## src/rtl/mtke_pkg.sv

```systemverilog
// ----------------------------------------------------------------------------
// Multi-tap keypad text entry: shared package
// Types, codes and character tables for the key decision logic and the
// result buffer.
// ----------------------------------------------------------------------------
package mtke_pkg;

	localparam int FUNC_W    = 2;
	localparam int KEY_W     = 4;
	localparam int TIME_W    = 32;
	localparam int EVENT_W   = 5;
	localparam int CHAR_W    = 7;
	localparam int TAP_W     = 8;
	localparam int MODE_W    = 2;
	localparam int TIMEOUT_W = 16;
	localparam int CFG_W     = 16;
	localparam int CFG_IDX_W = 1;

	localparam logic [TIMEOUT_W-1:0] TAP_TIMEOUT_RESET = 16'd800;

	localparam logic [MODE_W-1:0] MODE_MENU    = 2'd0;
	localparam logic [MODE_W-1:0] MODE_COMPOSE = 2'd1;
	localparam logic [MODE_W-1:0] MODE_DEST    = 2'd2;
	localparam logic [MODE_W-1:0] MODE_SPARE   = 2'd3;

	localparam logic [CFG_IDX_W-1:0] REG_ENTRY_MODE  = 1'b0;
	localparam logic [CFG_IDX_W-1:0] REG_TAP_TIMEOUT = 1'b1;

	localparam logic [KEY_W-1:0] KEY_ZERO = 4'd0;
	localparam logic [KEY_W-1:0] KEY_ONE  = 4'd1;
	localparam logic [KEY_W-1:0] KEY_NINE = 4'd9;
	localparam logic [KEY_W-1:0] KEY_STAR = 4'd10;
	localparam logic [KEY_W-1:0] KEY_HASH = 4'd11;
	localparam logic [KEY_W-1:0] NO_KEY   = 4'd15;

	typedef enum logic [FUNC_W-1:0] {
		FUNC_TICK    = 2'd0,
		FUNC_PRESS   = 2'd1,
		FUNC_HOLD    = 2'd2,
		FUNC_RELEASE = 2'd3
	} func_t;

	typedef enum logic [EVENT_W-1:0] {
		EV_NONE         = 5'd0,
		EV_CHAR         = 5'd1,
		EV_DEST_CHAR    = 5'd2,
		EV_COMPOSE_BACK = 5'd3,
		EV_EMERGENCY    = 5'd4,
		EV_INBOX        = 5'd5,
		EV_UP           = 5'd6,
		EV_SENT         = 5'd7,
		EV_NODES        = 5'd8,
		EV_DOWN         = 5'd9,
		EV_NEW_MSG      = 5'd10,
		EV_OUTBOX       = 5'd11,
		EV_BACK         = 5'd12,
		EV_SELECT       = 5'd13,
		EV_SEND         = 5'd14,
		EV_BACKSPACE    = 5'd15,
		EV_SPACE        = 5'd16
	} ev_t;

	typedef struct packed {
		func_t              func;
		logic [KEY_W-1:0]   key_code;
		logic [TIME_W-1:0]  now_ms;
	} key_item_t;

	typedef struct packed {
		ev_t                event_code;
		logic [CHAR_W-1:0]  char_out;
		logic               replace_last;
		logic               last_result;
	} res_t;

	typedef struct packed {
		res_t first;
		res_t second;
		logic two;
	} res_pair_t;

	typedef struct packed {
		logic [KEY_W-1:0]  pending_key;
		logic [TAP_W-1:0]  tap_count;
		logic [TIME_W-1:0] last_tap_time;
		logic [KEY_W-1:0]  held_key;
		logic              hold_done;
	} entry_state_t;

	localparam ev_t MENU_EVENTS [12] = '{
		EV_BACK, EV_INBOX, EV_UP, EV_SENT, EV_UP, EV_NODES,
		EV_DOWN, EV_NEW_MSG, EV_DOWN, EV_OUTBOX, EV_EMERGENCY, EV_SELECT
	};

	// Keys 1, 7 and 9 carry five characters, the others four.
	localparam logic [8:0] TAP_LONG = 9'b101000001;

	localparam logic [CHAR_W-1:0] TAP_CHARS [9][5] = '{
		'{7'h2E, 7'h2C, 7'h21, 7'h3F, 7'h31},
		'{7'h41, 7'h42, 7'h43, 7'h32, 7'h00},
		'{7'h44, 7'h45, 7'h46, 7'h33, 7'h00},
		'{7'h47, 7'h48, 7'h49, 7'h34, 7'h00},
		'{7'h4A, 7'h4B, 7'h4C, 7'h35, 7'h00},
		'{7'h4D, 7'h4E, 7'h4F, 7'h36, 7'h00},
		'{7'h50, 7'h51, 7'h52, 7'h53, 7'h37},
		'{7'h54, 7'h55, 7'h56, 7'h38, 7'h00},
		'{7'h57, 7'h58, 7'h59, 7'h5A, 7'h39}
	};

	// Remainder by five of an 8-bit value; sixteen leaves one, so nibbles fold.
	function automatic logic [2:0] mod5(input logic [TAP_W-1:0] x);
		logic [4:0] s;
		logic [3:0] t;
		logic [3:0] r;
		begin
			s = {1'b0, x[7:4]} + {1'b0, x[3:0]};
			t = {3'd0, s[4]} + s[3:0];
			if (t >= 4'd15) begin
				r = t - 4'd15;
			end else if (t >= 4'd10) begin
				r = t - 4'd10;
			end else if (t >= 4'd5) begin
				r = t - 4'd5;
			end else begin
				r = t;
			end
			return r[2:0];
		end
	endfunction

	function automatic logic [CHAR_W-1:0] tap_char(input logic [KEY_W-1:0] key,
			input logic [TAP_W-1:0] tap);
		logic [3:0]        row;
		logic [2:0]        col;
		logic [CHAR_W-1:0] r;
		begin
			r = '0;
			if (key >= KEY_ONE && key <= KEY_NINE) begin
				row = key - KEY_ONE;
				col = TAP_LONG[row] ? mod5(tap) : {1'b0, tap[1:0]};
				r   = TAP_CHARS[row][col];
			end
			return r;
		end
	endfunction

endpackage

```

## src/rtl/mtke_if.sv

```systemverilog
// ----------------------------------------------------------------------------
// Multi-tap keypad text entry: channel interfaces
// Key item channel and result item channel, each with valid and ready.
// ----------------------------------------------------------------------------
interface mtke_key_if;
	logic                            valid;
	logic                            ready;
	mtke_pkg::func_t                 func;
	logic [mtke_pkg::KEY_W-1:0]      key_code;
	logic [mtke_pkg::TIME_W-1:0]     now_ms;

	modport source (output valid, func, key_code, now_ms, input ready);
	modport sink   (input valid, func, key_code, now_ms, output ready);
endinterface

interface mtke_res_if;
	logic                            valid;
	logic                            ready;
	logic [mtke_pkg::EVENT_W-1:0]    event_code;
	logic [mtke_pkg::CHAR_W-1:0]     char_out;
	logic                            replace_last;
	logic                            last_result;

	modport source (output valid, event_code, char_out, replace_last, last_result,
		input ready);
	modport sink   (input valid, event_code, char_out, replace_last, last_result,
		output ready);
endinterface

```

## src/rtl/mtke_decide.sv

```systemverilog
// ----------------------------------------------------------------------------
// Multi-tap keypad text entry: key decision logic
// Works out the results of one key item and the next entry state.
// ----------------------------------------------------------------------------
module mtke_decide import mtke_pkg::*; (
	input  key_item_t              item,
	input  entry_state_t           st,
	input  logic [MODE_W-1:0]      entry_mode,
	input  logic [TIMEOUT_W-1:0]   tap_timeout_ms,
	output entry_state_t           next_st,
	output res_pair_t              results
);

	always_comb begin
		entry_state_t      ns;
		res_t              fl;
		res_t              main_res;
		ev_t               ev;
		logic [CHAR_W-1:0] ch;
		logic              rep;
		logic              text;
		logic              dest;
		logic [TIME_W-1:0] elapsed;
		logic              due;
		logic              flushed;

		ns       = st;
		text     = (entry_mode == MODE_COMPOSE) || (entry_mode == MODE_DEST);
		dest     = (entry_mode == MODE_DEST);
		elapsed  = item.now_ms - st.last_tap_time;
		due      = elapsed >= {16'd0, tap_timeout_ms};
		flushed  = 1'b0;
		fl       = '{EV_NONE, '0, 1'b0, 1'b0};
		ev       = EV_NONE;
		ch       = '0;
		rep      = 1'b0;

		// A pending character whose window has run out goes first.
		if (text && st.pending_key != NO_KEY && due) begin
			fl.event_code   = dest ? EV_DEST_CHAR : EV_CHAR;
			fl.char_out     = tap_char(st.pending_key, st.tap_count - 8'd1);
			fl.replace_last = st.tap_count > 8'd1;
			ns.pending_key  = NO_KEY;
			ns.tap_count    = '0;
			flushed         = 1'b1;
		end

		case (item.func)
			FUNC_HOLD: begin
				if (text && !ns.hold_done) begin
					ns.hold_done   = 1'b1;
					ns.pending_key = NO_KEY;
					ns.tap_count   = '0;
					if (item.key_code == KEY_ZERO) begin
						ev = EV_COMPOSE_BACK;
					end else if (item.key_code == KEY_STAR && !dest) begin
						ev = EV_EMERGENCY;
					end
				end
			end
			FUNC_RELEASE: begin
				if (text && item.key_code == ns.held_key) begin
					ns.held_key  = NO_KEY;
					ns.hold_done = 1'b0;
				end
			end
			FUNC_PRESS: begin
				if (item.key_code <= KEY_HASH) begin
					if (!text) begin
						ev = MENU_EVENTS[item.key_code];
					end else begin
						ns.held_key  = item.key_code;
						ns.hold_done = 1'b0;
						if (item.key_code == KEY_HASH || (item.key_code == KEY_STAR && !dest)) begin
							if (ns.pending_key != NO_KEY) begin
								ev             = dest ? EV_DEST_CHAR : EV_CHAR;
								ch             = tap_char(ns.pending_key, ns.tap_count - 8'd1);
								rep            = ns.tap_count > 8'd1;
								ns.pending_key = NO_KEY;
								ns.tap_count   = '0;
							end else begin
								ev = (item.key_code == KEY_HASH) ? EV_SEND : EV_SPACE;
							end
						end else if (item.key_code == KEY_STAR) begin
							ev = EV_NONE;
						end else if (item.key_code == KEY_ZERO) begin
							if (dest || ns.pending_key == NO_KEY) begin
								ev = EV_BACKSPACE;
							end
							ns.pending_key = NO_KEY;
							ns.tap_count   = '0;
						end else if (item.key_code == ns.pending_key && !due) begin
							ns.tap_count     = ns.tap_count + 8'd1;
							ns.last_tap_time = item.now_ms;
							ev               = dest ? EV_DEST_CHAR : EV_CHAR;
							ch               = tap_char(item.key_code, ns.tap_count - 8'd1);
							rep              = 1'b1;
						end else begin
							if (ns.pending_key != NO_KEY) begin
								ev  = dest ? EV_DEST_CHAR : EV_CHAR;
								ch  = tap_char(ns.pending_key, ns.tap_count - 8'd1);
								rep = ns.tap_count > 8'd1;
							end else begin
								ev  = dest ? EV_DEST_CHAR : EV_CHAR;
								ch  = tap_char(item.key_code, 8'd0);
								rep = 1'b0;
							end
							ns.pending_key   = item.key_code;
							ns.tap_count     = 8'd1;
							ns.last_tap_time = item.now_ms;
						end
					end
				end
			end
			default: begin
			end
		endcase

		main_res = '{ev, ch, rep, 1'b1};
		next_st  = ns;

		if (flushed && item.func == FUNC_TICK) begin
			results.first  = '{fl.event_code, fl.char_out, fl.replace_last, 1'b1};
			results.second = main_res;
			results.two    = 1'b0;
		end else if (flushed) begin
			results.first  = fl;
			results.second = main_res;
			results.two    = 1'b1;
		end else begin
			results.first  = main_res;
			results.second = main_res;
			results.two    = 1'b0;
		end
	end

endmodule

```

## src/rtl/mtke_res_buf.sv

```systemverilog
// ----------------------------------------------------------------------------
// Multi-tap keypad text entry: result buffer
// Holds the one or two result items of a key item and presents them in order.
// ----------------------------------------------------------------------------
module mtke_res_buf import mtke_pkg::*; (
	input  logic          clk,
	input  logic          arst_n,
	input  logic          load,
	input  res_pair_t     pair,
	output logic          can_load,
	mtke_res_if.source    res_ch
);

	res_t       slot_q [2];
	logic [1:0] cnt_q;
	logic       fire;

	assign fire     = res_ch.valid && res_ch.ready;
	assign can_load = (cnt_q == 2'd0) || (cnt_q == 2'd1 && fire);

	assign res_ch.valid        = cnt_q != 2'd0;
	assign res_ch.event_code   = slot_q[0].event_code;
	assign res_ch.char_out     = slot_q[0].char_out;
	assign res_ch.replace_last = slot_q[0].replace_last;
	assign res_ch.last_result  = slot_q[0].last_result;

	always_ff @(posedge clk or negedge arst_n) begin
		if (!arst_n) begin
			cnt_q <= 2'd0;
		end else if (load) begin
			cnt_q <= pair.two ? 2'd2 : 2'd1;
		end else if (fire) begin
			cnt_q <= cnt_q - 2'd1;
		end
	end

	always_ff @(posedge clk) begin
		if (load) begin
			slot_q[0] <= pair.first;
			slot_q[1] <= pair.second;
		end else if (fire) begin
			slot_q[0] <= slot_q[1];
		end
	end

`ifndef SYNTH
	a_cnt_range: assert property (@(posedge clk) disable iff (!arst_n)
		cnt_q != 2'd3)
		else $error("Result buffer count out of range.");
	a_first_not_last: assert property (@(posedge clk) disable iff (!arst_n)
		cnt_q == 2'd2 |-> !slot_q[0].last_result)
		else $error("First of two results marked as final.");
	a_single_is_last: assert property (@(posedge clk) disable iff (!arst_n)
		cnt_q == 2'd1 |-> slot_q[0].last_result)
		else $error("Only remaining result not marked as final.");
`endif

endmodule

```

## src/rtl/multitap_keypad_text_entry_top.sv

```systemverilog
// ----------------------------------------------------------------------------
// Multi-tap keypad text entry: top level
// Menu navigation and multi-tap character entry from timestamped key items.
// ----------------------------------------------------------------------------
// Key items arrive on key_ch (func, key_code, now_ms) and result items leave
// on res_ch (event_code, char_out, replace_last, last_result), both with
// valid/ready. The write port (wr_en, wr_index, wr_data) sets the entry mode
// (index 0) and the tap timeout (index 1); it must be written only while
// idle, which the block itself does not enforce. An accepted item is held
// in an input register, is decided by single-pass logic and lands in a
// two-entry result buffer, from which its result items are offered. The rate
// is one key item per cycle when each gives a single result and the receiver
// does not stall; an item other than a tick that also flushes a timed-out
// character gives two result items, which leave one after the other on the
// single result port.
// A stalled receiver holds the buffer; the input register then fills and
// ready drops until the buffer drains. Reset empties both registers, selects
// menu mode, sets the timeout to 800 ms and clears all pending tap and hold
// state.
// ----------------------------------------------------------------------------
module multitap_keypad_text_entry_top import mtke_pkg::*; (
	input  logic                  clk,
	input  logic                  arst_n,
	input  logic                  wr_en,
	input  logic [CFG_IDX_W-1:0]  wr_index,
	input  logic [CFG_W-1:0]      wr_data,
	mtke_key_if.sink              key_ch,
	mtke_res_if.source            res_ch
);

	key_item_t             item_s1;
	logic                  valid_s1;
	entry_state_t          state_q;
	entry_state_t          next_st;
	logic [MODE_W-1:0]     mode_q;
	logic [TIMEOUT_W-1:0]  timeout_q;
	res_pair_t             pair;
	logic                  can_load;
	logic                  proc;
	logic                  take;

	assign proc         = valid_s1 && can_load;
	assign key_ch.ready = !valid_s1 || proc;
	assign take         = key_ch.valid && key_ch.ready;

	always_ff @(posedge clk or negedge arst_n) begin
		if (!arst_n) begin
			valid_s1 <= 1'b0;
		end else if (take) begin
			valid_s1 <= 1'b1;
		end else if (proc) begin
			valid_s1 <= 1'b0;
		end
	end

	always_ff @(posedge clk) begin
		if (take) begin
			item_s1 <= '{key_ch.func, key_ch.key_code, key_ch.now_ms};
		end
	end

	always_ff @(posedge clk or negedge arst_n) begin
		if (!arst_n) begin
			mode_q    <= MODE_MENU;
			timeout_q <= TAP_TIMEOUT_RESET;
			state_q   <= '{NO_KEY, '0, '0, NO_KEY, 1'b0};
		end else if (proc) begin
			state_q <= next_st;
		end else if (wr_en) begin
			case (wr_index)
				REG_ENTRY_MODE: begin
					mode_q              <= wr_data[MODE_W-1:0];
					state_q.pending_key <= NO_KEY;
					state_q.tap_count   <= '0;
					state_q.held_key    <= NO_KEY;
					state_q.hold_done   <= 1'b0;
				end
				REG_TAP_TIMEOUT: begin
					timeout_q <= wr_data[TIMEOUT_W-1:0];
				end
				default: begin
				end
			endcase
		end
	end

	mtke_decide u_decide (
		.item           (item_s1),
		.st             (state_q),
		.entry_mode     (mode_q),
		.tap_timeout_ms (timeout_q),
		.next_st        (next_st),
		.results        (pair)
	);

	mtke_res_buf u_res_buf (
		.clk      (clk),
		.arst_n   (arst_n),
		.load     (proc),
		.pair     (pair),
		.can_load (can_load),
		.res_ch   (res_ch)
	);

`ifndef SYNTH
	a_pending_digit: assert property (@(posedge clk) disable iff (!arst_n)
		state_q.pending_key == NO_KEY
		|| (state_q.pending_key >= KEY_ONE && state_q.pending_key <= KEY_NINE))
		else $error("Pending key is not a character key.");
	a_menu_no_pending: assert property (@(posedge clk) disable iff (!arst_n)
		(mode_q == MODE_MENU || mode_q == MODE_SPARE) |-> state_q.pending_key == NO_KEY)
		else $error("Pending character held in menu mode.");
	a_stall_holds_item: assert property (@(posedge clk) disable iff (!arst_n)
		valid_s1 && !can_load |=> valid_s1 && $stable(item_s1))
		else $error("Input item lost while the result buffer was full.");
`endif

endmodule
```

## src/flat_wrapper.sv

```systemverilog
// flat-port wrapper written by rule: the top's interface ports become plain ports
module multitap_keypad_text_entry_top_flat import mtke_pkg::*;
  (clk, arst_n, wr_en, wr_index, wr_data, key_ch_valid, key_ch_func, key_ch_key_code, key_ch_now_ms, key_ch_ready, res_ch_valid, res_ch_event_code, res_ch_char_out, res_ch_replace_last, res_ch_last_result, res_ch_ready);
  mtke_key_if key_ch_i ();
  mtke_res_if res_ch_i ();
  input  logic clk;
  input  logic arst_n;
  input  logic wr_en;
  input  logic [CFG_IDX_W-1:0] wr_index;
  input  logic [CFG_W-1:0] wr_data;
  input wire logic [$bits(key_ch_i.valid)-1:0] key_ch_valid;
  input wire logic [$bits(key_ch_i.func)-1:0] key_ch_func;
  input wire logic [$bits(key_ch_i.key_code)-1:0] key_ch_key_code;
  input wire logic [$bits(key_ch_i.now_ms)-1:0] key_ch_now_ms;
  output wire logic [$bits(key_ch_i.ready)-1:0] key_ch_ready;
  output wire logic [$bits(res_ch_i.valid)-1:0] res_ch_valid;
  output wire logic [$bits(res_ch_i.event_code)-1:0] res_ch_event_code;
  output wire logic [$bits(res_ch_i.char_out)-1:0] res_ch_char_out;
  output wire logic [$bits(res_ch_i.replace_last)-1:0] res_ch_replace_last;
  output wire logic [$bits(res_ch_i.last_result)-1:0] res_ch_last_result;
  input wire logic [$bits(res_ch_i.ready)-1:0] res_ch_ready;
  assign key_ch_i.valid = key_ch_valid;
  assign key_ch_i.func = key_ch_func;
  assign key_ch_i.key_code = key_ch_key_code;
  assign key_ch_i.now_ms = key_ch_now_ms;
  assign key_ch_ready = key_ch_i.ready;
  assign res_ch_valid = res_ch_i.valid;
  assign res_ch_event_code = res_ch_i.event_code;
  assign res_ch_char_out = res_ch_i.char_out;
  assign res_ch_replace_last = res_ch_i.replace_last;
  assign res_ch_last_result = res_ch_i.last_result;
  assign res_ch_i.ready = res_ch_ready;
  multitap_keypad_text_entry_top u_core (.clk(clk), .arst_n(arst_n), .wr_en(wr_en), .wr_index(wr_index), .wr_data(wr_data), .key_ch(key_ch_i), .res_ch(res_ch_i));
endmodule
```

## config.mk

```make
export PLATFORM = sky130hd
export DESIGN_NAME = multitap_keypad_text_entry_top_flat
export DESIGN_NICKNAME = d
export VERILOG_FILES = /design/src/rtl/mtke_pkg.sv /design/src/rtl/mtke_if.sv /design/src/rtl/mtke_decide.sv /design/src/rtl/mtke_res_buf.sv /design/src/rtl/multitap_keypad_text_entry_top.sv /design/src/flat_wrapper.sv
export SDC_FILE = /design/constraint.sdc
export NUM_CORES = 1
export LEC_CHECK = 0
export ABC_AREA = 0
export BUFFER_PORTS_ARGS = -buffer_cell sky130_fd_sc_hd__buf_2
export CAP_MARGIN = 15
export CELL_PAD_IN_SITES_DETAIL_PLACEMENT = 0
export CELL_PAD_IN_SITES_GLOBAL_PLACEMENT = 1
export CORE_UTILIZATION = 30
export DETAILED_ROUTE_END_ITERATION = 10
export PLACE_DENSITY_LB_ADDON = 0.25
export RECOVER_POWER = 50
export SYNTH_ARGS = -nofsm -noshare
export SYNTH_HDL_FRONTEND = slang
export SYNTH_SLANG_ARGS = --single-unit
```

## constraint.sdc

```tcl
create_clock -name clk -period 14.2 [get_ports clk]
set_input_delay 2.84 -clock clk [delete_from_list [all_inputs] [get_ports clk]]
set_output_delay 2.84 -clock clk [all_outputs]
set_load 0.005 [all_outputs]
```

==> impl_metrics.yaml <==
outcome:
  status: "complete, but fails checks"
  violations: "max-capacitance violations, max-slew violations"
synthesis:
  synth.distinct_cells: 92
  synth_nets: 1675
  synth_edf_count: 65
  syn_area_um2: 12600
  syn_avg_cell_area_um2: 8.37
  synthFlopType: "edfxtp_1"
  syn_inst: 1502
  synth_warnings: 0
  ys_async_sr_fraction_pct: 51.9
  ys_seq_area_share_pct: 29.6
  ys_ff_latch: 135
setup_path:
  max_stage_delay_ps: 830
  critPathLaunchType: "flip-flop"
  timing.rr.start: "u_core.item_s1[4]"
  r2r_slack_ps: 2260
  crit_path_max_fanout: 12
  critPathArrivalTime_ps: 12220
  regToRegEndpoint: "u_core.u_res_buf.slot_q[0][3]"
  crit_type: "reg2reg"
  r2r_cells: 46
  critPathSlowestCell: "a31oi_1"
  cp.required_ps: 14480
  crit_path_end_kind: "flip-flop"
final_layout:
  fin_area_um2: 14000
  final_nets: 1708
  final_cells: 2080
  diodes: 0
  synthToLayoutAreaGrowth_pct: 11.1
  drive_above_1_share_pct: 12.0
sta:
  slew_headroom_pct: -169
  worst_pin_slew_ps: 4030
  hold_violations: 0
  period_minus_slack_ps: 11940
  fin_setup_tns_ps: 0
  period_share_pct: 84.1
  drv_slew: 97
  timing.fmax_mhz: 83.8
  clock_skew_ps: 13.6
  rsz0062_at_grt: "false"
  finalSetupViolCount: 0
floorplan:
  dieHeight_um: 207
  die_area_um2: 42700
  rows: 74
  io_pins: 76
  fp.dieW_um: 207
  initial_core_util_pct: 30.6
  core_area_um2: 41100
routing:
  drt_iter0_markers: 781
  ant_nets: 0
  num_vias: 11400
  viasPerCell: 5.47
  drt-pass1-iter-count: 7
  drc: 0
  drt_wl_total_mm: 39.6
  wl_per_cell_um: 19.0
clock_network:
  cts.sinks: 135
  clkTransAtPathRegs_ps: 70
  cts-htree-levels: 4
  cts_resized: 0
  cts-hold-fix-buffers: 0
  clk_path_buf_depth: 2
  clk_latency_ps: 460
  post_cts_buffers: 0
  cts_tree: "built"
  cts_root_buf: "clkbuf_16"
  cts_made_buffers: 17
job:
  drv_cap: 2
placed_design:
  dpl.hpwl_mm: 30.8
  placed_area_um2: 13400
  post-place-cells: 2047
  numPortBuffers: 75
  routabilityCongestion: 0.935
worst_hold_path:
  hold_path.class: "reg2reg"
  hp-start: "u_core.state_q[5]"
  holdPathEnd: "u_core.state_q[5]"
  holdPathStages: 2
grt:
  grt_usage_pct: 19.2
  grt_overflow_total: 0
  grt_first_pass_wirelength_mm: 62.6
  grt_max_degree: 71
  grt_pass1_vias: 11000
  antenna_found_initial: 0
-- through the flow --
stage / setup slack, ps / util [%] / hold slack [ps]
CTS: 2340 / 34.1 / 497
detailed placement: 2350 / 32.6 / 485
global placement: 2680 / 32.6 / 474
finish: 2260 / 34.0 / 490
floorplan: 3910 / - / 456
global route: 1290 / 34.0 / 510
-- cell type report --
type | count | area (µm²)
sequential | 135 | 3720
multi-input combinational | 1194 | 8170
fill | 4371 | 27100
clock buffer | 24 | 547
tap | 532 | 666
timing repair buffer | 87 | 433
inverter | 100 | 375
clock inverter | 8 | 70.1
-- critical path, delay by kind of cell, from the launching register on --
family | cells | cell delay (ps)
AOI/OAI and AO/OA | 17 | 4010
adders and majority gates | 6 | 1870
muxes | 2 | 600
DFF | 1 | 390
buffers and inverters | 3 | 590
xor gates and xnor gates | 5 | 1010
and+or+nand+nor | 13 | 3280
-- sequential cells by signal, summed over array words and instances (netlist names) --
| signal | count |
|---|---|
| u_core.valid_s1 | 1 |
| u_core.mode_q | 2 |
| u_core.u_res_buf.cnt_q | 2 |
| u_core.timeout_q | 16 |
| u_core.u_res_buf.slot_q | 27 |
| u_core.state_q | 49 |
| u_core.item_s1 | 38 |
-- how the worst max path moves through the flow --
stage,depth (start not counted),endpoint,start
after floorplan,48,u_core.u_res_buf.slot_q[0][3],u_core.item_s1[4]
after global placement,46,u_core.u_res_buf.slot_q[0][3],u_core.state_q[9]
after detailed placement,45,u_core.u_res_buf.slot_q[1][5],u_core.item_s1[4]
after CTS,45,u_core.u_res_buf.slot_q[0][3],u_core.item_s1[4]
after global routing,46,u_core.u_res_buf.slot_q[0][3],u_core.item_s1[4]
final,46,u_core.u_res_buf.slot_q[0][3],u_core.item_s1[4]
-- layout by cell type (no fill, tap or decap), types with 7 or more instances in the layout --
cell type / synthesis / routed
buf_4: 1 / 9
a31oi_1: 15 / 15
nand4_1: 19 / 19
a211o_1: 11 / 11
a211oi_1: 14 / 14
inv_1: 99 / 99
o21bai_1: 9 / 9
xor2_1: 24 / 24
or2_2: 9 / 9
nand3_1: 50 / 49
o21a_1: 19 / 19
clkbuf_16: 0 / 21
o21ai_0: 111 / 111
mux2_2: 35 / 35
or3_1: 12 / 12
o22ai_1: 8 / 8
clkbuf_1: 56 / 22
xnor2_1: 41 / 41
a21o_1: 32 / 32
o31ai_1: 13 / 13
o311ai_0: 9 / 9
and3_1: 15 / 15
nor3_1: 42 / 42
nand2b_1: 23 / 23
nor4_1: 9 / 9
mux2i_1: 17 / 17
and2_1: 16 / 15
nand2_1: 144 / 144
dfstp_2: 11 / 11
o211ai_1: 13 / 13
buf_2: 9 / 57
a21oi_1: 118 / 118
nor2b_1: 7 / 7
dfrtp_1: 59 / 59
edfxtp_1: 65 / 65
a22oi_1: 8 / 8
nor2_1: 114 / 113
ha_1: 109 / 109
-- synth_stat cells, types with 5 or more instances --
cell type / n / area share (%)
nand2_1: 144 / 4.3
a21oi_1: 118 / 4.7
nor2_1: 114 / 3.4
o21ai_0: 111 / 4.4
ha_1: 109 / 11
inv_1: 99 / 3.0
edfxtp_1: 65 / 16
dfrtp_1: 59 / 12
clkbuf_1: 56 / 1.7
nand3_1: 50 / 2.0
nor3_1: 42 / 1.7
xnor2_1: 41 / 2.9
mux2_2: 35 / 3.1
a21o_1: 32 / 1.9
xor2_1: 24 / 1.7
nand2b_1: 23 / 1.1
nand4_1: 19 / 0.94
o21a_1: 19 / 1.1
mux2i_1: 17 / 1.4
and2_1: 16 / 0.80
a31oi_1: 15 / 0.75
and3_1: 15 / 0.75
a211oi_1: 14 / 0.84
o211ai_1: 13 / 0.78
o31ai_1: 13 / 0.78
or3_1: 12 / 0.60
a211o_1: 11 / 0.77
dfstp_2: 11 / 2.3
buf_2: 9 / 0.36
nor4_1: 9 / 0.45
o21bai_1: 9 / 0.54
o311ai_0: 9 / 0.63
or2_2: 9 / 0.45
a22oi_1: 8 / 0.48
o22ai_1: 8 / 0.40
nor2b_1: 7 / 0.35
nor3b_1: 6 / 0.36
o221ai_1: 6 / 0.42
or4_1: 6 / 0.36
a21boi_0: 5 / 0.30
buf_6: 5 / 0.45
o2111a_1: 5 / 0.45
o2111ai_1: 5 / 0.35
o22a_1: 5 / 0.35
-- cells by family after synthesis --
family,count (synthesis),synth area share [%]
xor+xnor,65,4.53
fa+ha+maj,114,11.6
simple gates,493,19.1
mux,53,4.67
compound gates,469,25.0
flops,135,29.6
buf+inv,173,5.58
-- routing by layer --
metal	track usage (%)	wire, µm
met5	0	0
met4	5.58	782
met3	2.86	1550
met2	34.1	19800
met1	23.8	17500
Power is not shown: default switching activity piles up to over one toggle a cycle in this logic, so the estimate is an artifact.
